==> src/sv/wsg_pkg.sv <==
`timescale 1ns / 1ps
`default_nettype none
// ----------------------------------------------------------------------------
// Waveform sample generator package
// Shared types, command word and fixed constants for the controller and the
// datapath of the waveform sample generator.
// ----------------------------------------------------------------------------
package wsg_pkg;

  // Field widths fixed by the register map
  localparam int AMP_W  = 12;
  localparam int DUTY_W = 7;

  // Sequencer step counts
  localparam int HORNER_STEPS = 4;
  localparam int DIV_STEPS    = AMP_W;
  localparam int CNT_W        = 4;

  // Quarter-wave sine polynomial coefficients, Q2.30
  localparam logic signed [31:0] SIN_C1 = 32'sd1686629713;
  localparam logic signed [31:0] SIN_C3 = -32'sd693598673;
  localparam logic signed [31:0] SIN_C5 = 32'sd85569306;
  localparam logic signed [31:0] SIN_C7 = -32'sd5026995;
  localparam logic signed [31:0] SIN_C9 = 32'sd172272;

  typedef enum logic [1:0] {
    WAVE_SINE     = 2'd0,
    WAVE_SQUARE   = 2'd1,
    WAVE_TRIANGLE = 2'd2
  } wave_kind_t;

  typedef enum logic [3:0] {
    ST_IDLE,
    ST_SIN_SQ,
    ST_SIN_X2,
    ST_SIN_HMUL,
    ST_SIN_HADD,
    ST_SIN_MMUL,
    ST_SIN_MAG,
    ST_SIN_CMUL,
    ST_SIN_CODE,
    ST_FLAT,
    ST_TRI_MUL,
    ST_TRI_INIT,
    ST_TRI_DIV,
    ST_FINISH
  } ctl_state_t;

  typedef enum logic [3:0] {
    OP_NONE,
    OP_MUL_XX,
    OP_X2,
    OP_MUL_PX2,
    OP_HORNER,
    OP_MUL_PX,
    OP_MAG,
    OP_MUL_OFF,
    OP_SINE_CODE,
    OP_FLAT,
    OP_MUL_TRI,
    OP_DIV_INIT,
    OP_DIV_STEP
  } dp_op_t;

  typedef struct packed {
    logic             load;
    logic             out_load;
    dp_op_t           op;
    logic [CNT_W-1:0] step;
  } dp_cmd_t;

  // Horner coefficient for each accumulate step, highest order first
  function automatic logic signed [31:0] horner_coef(input logic [1:0] idx);
    logic signed [31:0] c;
    case (idx)
      2'd0:    c = SIN_C7;
      2'd1:    c = SIN_C5;
      2'd2:    c = SIN_C3;
      default: c = SIN_C1;
    endcase
    return c;
  endfunction

endpackage
`default_nettype wire

==> src/sv/wsg_ctrl.sv <==
`timescale 1ns / 1ps
`default_nettype none
// ----------------------------------------------------------------------------
// Waveform sample generator controller
// Sequences one sample through the shared multiplier, the bit-serial divider
// or the flat step, and owns the output word valid flag.
// ----------------------------------------------------------------------------
module wsg_ctrl (
  input  wire                 clk,
  input  wire                 rst_n,
  input  wire                 in_valid,
  output logic                in_ready,
  output logic                out_valid,
  input  wire                 out_ready,
  input  wsg_pkg::wave_kind_t wave_kind,
  output wsg_pkg::dp_cmd_t    cmd
);
  import wsg_pkg::*;

  ctl_state_t       state_r, state_nxt;
  logic [CNT_W-1:0] cnt_r, cnt_nxt;
  logic             out_valid_r, out_valid_nxt;
  logic             out_free;

  assign out_free = !out_valid_r || out_ready;

  // Next state
  always_comb begin
    state_nxt = state_r;
    case (state_r)
      ST_IDLE: begin
        if (in_valid) begin
          case (wave_kind)
            WAVE_SINE:     state_nxt = ST_SIN_SQ;
            WAVE_TRIANGLE: state_nxt = ST_TRI_MUL;
            default:       state_nxt = ST_FLAT;
          endcase
        end
      end
      ST_SIN_SQ:   state_nxt = ST_SIN_X2;
      ST_SIN_X2:   state_nxt = ST_SIN_HMUL;
      ST_SIN_HMUL: state_nxt = ST_SIN_HADD;
      ST_SIN_HADD: begin
        state_nxt = (cnt_r == CNT_W'(HORNER_STEPS - 1)) ? ST_SIN_MMUL : ST_SIN_HMUL;
      end
      ST_SIN_MMUL: state_nxt = ST_SIN_MAG;
      ST_SIN_MAG:  state_nxt = ST_SIN_CMUL;
      ST_SIN_CMUL: state_nxt = ST_SIN_CODE;
      ST_SIN_CODE: state_nxt = ST_FINISH;
      ST_FLAT:     state_nxt = ST_FINISH;
      ST_TRI_MUL:  state_nxt = ST_TRI_INIT;
      ST_TRI_INIT: state_nxt = ST_TRI_DIV;
      ST_TRI_DIV: begin
        if (cnt_r == CNT_W'(DIV_STEPS - 1)) state_nxt = ST_FINISH;
      end
      ST_FINISH: begin
        if (out_free) state_nxt = ST_IDLE;
      end
      default: state_nxt = ST_IDLE;
    endcase
  end

  // Datapath command
  always_comb begin
    cmd          = '0;
    cmd.op       = OP_NONE;
    cmd.step     = cnt_r;
    in_ready     = 1'b0;
    case (state_r)
      ST_IDLE: begin
        in_ready = 1'b1;
        cmd.load = in_valid;
      end
      ST_SIN_SQ:   cmd.op = OP_MUL_XX;
      ST_SIN_X2:   cmd.op = OP_X2;
      ST_SIN_HMUL: cmd.op = OP_MUL_PX2;
      ST_SIN_HADD: cmd.op = OP_HORNER;
      ST_SIN_MMUL: cmd.op = OP_MUL_PX;
      ST_SIN_MAG:  cmd.op = OP_MAG;
      ST_SIN_CMUL: cmd.op = OP_MUL_OFF;
      ST_SIN_CODE: cmd.op = OP_SINE_CODE;
      ST_FLAT:     cmd.op = OP_FLAT;
      ST_TRI_MUL:  cmd.op = OP_MUL_TRI;
      ST_TRI_INIT: cmd.op = OP_DIV_INIT;
      ST_TRI_DIV:  cmd.op = OP_DIV_STEP;
      ST_FINISH:   cmd.out_load = out_free;
      default:     cmd.op = OP_NONE;
    endcase
  end

  // Step counter: cleared per word, advanced by the Horner and divide loops
  always_comb begin
    cnt_nxt = cnt_r;
    if (cmd.load) begin
      cnt_nxt = '0;
    end else if (state_r == ST_SIN_HADD || state_r == ST_TRI_DIV) begin
      cnt_nxt = cnt_r + 1'b1;
    end
  end

  // Output word valid: set on load, drop when taken
  always_comb begin
    out_valid_nxt = out_valid_r;
    if (cmd.out_load) begin
      out_valid_nxt = 1'b1;
    end else if (out_ready) begin
      out_valid_nxt = 1'b0;
    end
  end

  assign out_valid = out_valid_r;

  always_ff @(posedge clk) begin
    if (!rst_n) begin
      state_r     <= ST_IDLE;
      cnt_r       <= '0;
      out_valid_r <= 1'b0;
    end else begin
      state_r     <= state_nxt;
      cnt_r       <= cnt_nxt;
      out_valid_r <= out_valid_nxt;
    end
  end

  // Never overwrite a word that is still waiting
  a_no_overwrite: assert property (@(posedge clk) disable iff (!rst_n)
    cmd.out_load |-> (!out_valid_r || out_ready))
    else $error("output word overwritten before it was taken");

  // An accepted word always starts a sequence
  a_load_starts: assert property (@(posedge clk) disable iff (!rst_n)
    cmd.load |=> (state_r != ST_IDLE))
    else $error("accepted word did not leave idle");

  // Loop counters stay inside their loops
  a_horner_cnt: assert property (@(posedge clk) disable iff (!rst_n)
    (state_r == ST_SIN_HADD) |-> (cnt_r < CNT_W'(HORNER_STEPS)))
    else $error("Horner step count out of range");

  a_div_cnt: assert property (@(posedge clk) disable iff (!rst_n)
    (state_r == ST_TRI_DIV) |-> (cnt_r < CNT_W'(DIV_STEPS)))
    else $error("divide step count out of range");

  // A new output word only appears after the finish step
  a_valid_source: assert property (@(posedge clk) disable iff (!rst_n)
    $rose(out_valid_r) |-> $past(state_r == ST_FINISH))
    else $error("output valid raised outside finish");

endmodule
`default_nettype wire

==> config.mk <==
export PLATFORM = sky130hd
export DESIGN_NAME = wsg_ctrl
export DESIGN_NICKNAME = d
export VERILOG_FILES = /design/src/sv/wsg_pkg.sv /design/src/sv/wsg_ctrl.sv
export SDC_FILE = /design/constraint.sdc
export NUM_CORES = 1
export LEC_CHECK = 0
export ABC_CLOCK_PERIOD_IN_PS = 1410
export BUFFER_PORTS_ARGS = -buffer_cell sky130_fd_sc_hd__buf_2
export CAP_MARGIN = 10
export CORE_MARGIN = 8
export CORE_UTILIZATION = 44
export CTS_BUF_LIST = sky130_fd_sc_hd__clkbuf_16
export CTS_CLUSTER_DIAMETER = 50
export DETAILED_ROUTE_END_ITERATION = 16
export PLACE_DENSITY = 0.74
export SYNTH_ARGS = -nofsm -noshare
export SYNTH_HDL_FRONTEND = slang
export SYNTH_SLANG_ARGS = --single-unit
==> constraint.sdc <==
create_clock -name clk -period 1.41 [get_ports clk]
set_clock_uncertainty 0.05 [all_clocks]
set_input_delay 0.141 -clock clk [delete_from_list [all_inputs] [get_ports clk]]
set_output_delay 0.141 -clock clk [all_outputs]
set_load 0.01 [all_outputs]
==> metrics.md <==
| Metric | Value |
|---|---|
| Status | `finished with violations` |
| Failing checks | `setup timing` |
| Initial antenna violation count | `0` |
| Final Setup Violations | `4` |
| Xor and xnor fraction of the mapped netlist area | `4.268%` |
| Post-synth EDFFs | `0` |
| Nets | `116` |
| Die area | `2852 um2` |
| Max FO, Critical Path | `4` |
| Router iterations before antenna repair | `4` |
| Tmin final | `1.447 ns` |
| Final ANT Viol Nets | `0` |
| Die Ht | `53.41 um` |
| Combinational share of power | `54.6%` |
| Main combinational cell family by area after synthesis | `simple AND/OR/NAND/NOR gates` |
| Mux share of post-synthesis cell area | `0%` |
| Via/cell ratio | `5.577` |
| Root Buffer | `clkbuf_16` |
| Placed cell area | `795.8 um2` |
| Seq/Total Area, Yosys | `29.27%` |
| Initial DRC count | `35` |
| Synth top area cells | `dfxtp_1 (29%), nor2_1 (4.3%), xor2_1 (4.3%)` |
| Die extent in x | `53.41 um` |
| GR Overflow Total | `0` |
| Synth Register Bits | `9` |
| Global-route wire length before repair | `3194 um` |
| Num CTS Buffers | `3` |
| RD Place Congestion | `0.9049` |
| Simple-gate portion of the synthesized area | `35.57%` |
| Final critical-path share of the clock period | `102.6%` |
| Compound-cell area share of the yosys netlist | `21.54%` |
| Syn. warnings | `0` |
| Largest area contributor in the netlist | `dfxtp_1` |
| Cell Area, Synth | `615.6 um2` |
| TritonCTS clock tree | `done` |
| Total Power | `0.002194 W` |
| Max_slew headroom | `79.67%` |
| Psw | `0.0008718 W` |
| Wirelength, routed | `1969 um` |
| FP Rows | `13` |
| WL/cell | `16.01 um` |
| Area of the core | `1301 um2` |
| Peak Freq | `691.1 MHz` |
| Largest net degree at the start of global routing | `10` |
| IO buf count | `17` |
| Sw Share | `39.74%` |
| Hold Buf Count CTS | `0` |
| Final hold viol count | `0` |
| Slew Limit Fails | `0` |
| Share of post-route cells with drive strength above 1 | `56.48%` |
| Main synth FF type | `dfxtp_1` |
| Clk_lat worst skew | `0.24 ns` |
| Most common cell in the synthesized netlist | `dfxtp_1` |
| Worst VDD drop | `1373 uV` |
| RSZ-0062 raised after global routing | `true` |
| Place WS | `-0.06669 ns` |
| CP Capture Type | `output pin` |
| Worst min path class | `in -> reg` |
| Adder-Cell Fraction of Synth Area | `2.033%` |
| Max-cap violations | `0` |
| Final WS setup | `-0.03696 ns` |
| Synth cell count leaders | `dfxtp_1 (9), nor2_1 (7), nand2_1 (6), a21oi_1 (5), o21ai_0 (5)` |
| Vias in the first global route | `689` |
| Final instance area | `1003 um2` |
| Arr. time, crit path | `1.26 ns` |
| Register share of total power | `22.7%` |
| WHS | `0.1570 ns` |
| Clock power share | `22.7%` |
| Synthesized net count | `83` |
| CTS max path bufs | `2` |
| Number of diodes | `0` |
| Clock Sinks | `9` |
| Avg Cell Area, Syn | `8.100 um2` |
| Int Power | `0.001322 W` |
| Post-synth ARST share | `0%` |
| DR DRC count | `0` |
| Yosys top cell area share | `29.27%` |
| GRT Util Overall | `14.84%` |
| Least-Margin Pin Slew | `0.3045 ns` |
| Setup CP Type | `reg -> out` |
| Cell variety after synth | `35` |
| Power per cell area | `2186 nW/um2` |
| Hpwl dp | `1294 um` |
| Critical Path RT | `1.22 ns` |
| Initial core utilization | `47.31%` |
| Post-Syn Instances | `76` |
| Leakage | `0.4329 nW` |
| Critical Path Start Type | `register` |
| IO Count | `18` |
| CTS H-tree lvls | `1` |
| Final Util | `77.12%` |
| Area grow syn2layout | `63.01%` |
| Vias | `686` |
| Reg clk slew, reported paths | `0.04 ns` |
[worst max-delay path, stage by stage, from the launching register on]
cell	delay, ns
dfxtp_4	0.38
nand2_4	0.06
or3_4	0.38
nor2_2	0.07
buf_2	0.13
[power by group through the flow]
| stage | registers (W) | clock network [W] | logic [W] |
|---|---|---|---|
| 3_5_place_dp | 0.000420 | 0 | 0.00100 |
| 3_3_place_gp | 0.000414 | 0 | 0.000979 |
| 5_1_grt | 0.000506 | 0.000528 | 0.00130 |
| 6_report | 0.000499 | 0.000498 | 0.00120 |
| 4_1_cts | 0.000482 | 0.000503 | 0.00114 |
| 2_1_floorplan | 0.000387 | 0 | 0.000665 |
[state kept, by name (all words and copies together), names as in the netlist]
signal,cells
cnt_r,4
state_r,4
out_valid,1
[repair_timing]
action,4_1_cts,5_1_grt
endpoints found under the setup margin,9,8
resized for setup,22,9
setup buffers,2,0
pin swaps,7,3
[area by class of cell]
class / instances / area (um2)
multi-input cells: 60 / 479.2
fillers: 92 / 297.8
repair buffers: 33 / 220.2
flip-flops and latches: 9 / 198.9
clock buffers: 3 / 75.07
well taps: 15 / 18.77
inverters: 2 / 7.507
clock inverters: 1 / 3.754
[worst paths after layout]
| path | start | endpoint | slack (ns) | depth (start not counted) |
|---|---|---|---|---|
| hold / removal | wave_kind[1] | state_r[1] | 0.16 | 3 |
| setup / recovery | state_r[3] | cmd[8] | -0.04 | 4 |
| hold reg to reg | out_valid | out_valid | 0.54 | 2 |
| setup reg to reg | state_r[0] | state_r[1] | 0 | 5 |
[through the flow]
stage	instances	setup TNS, ns
detailed placement	117	-0.1378
global placement	117	-0.06140
global route	123	-0.2711
floorplan	76	0
CTS	123	-0.07829
finish	123	-0.07233
[layer usage]
layer / global-route usage [%] / routed length (um)
met5: 0 / 0
met4: 4.622 / 16
met3: 3.641 / 169
met2: 24.41 / 982
met1: 18.34 / 799
[cell families (layout without fill, tap and decap cells)]
| group | after synthesis | count (layout) |
|---|---|---|
| AND/OR/NAND/NOR | 36 | 36 |
| adder cells (fa/ha/maj) | 1 | 1 |
| AO/OA/AOI/OAI | 20 | 20 |
| flip-flops | 9 | 9 |
| buffers and inverters | 7 | 39 |
| XOR/XNOR | 3 | 3 |
[cell usage in the layout (no fill, tap or decap), types with 4 or more instances in the layout]
master	instances
nand2_1	5
buf_2	17
dfxtp_4	4
buf_6	4
nor2_1	6
buf_4	12
(Power assumes the default switching activity.)
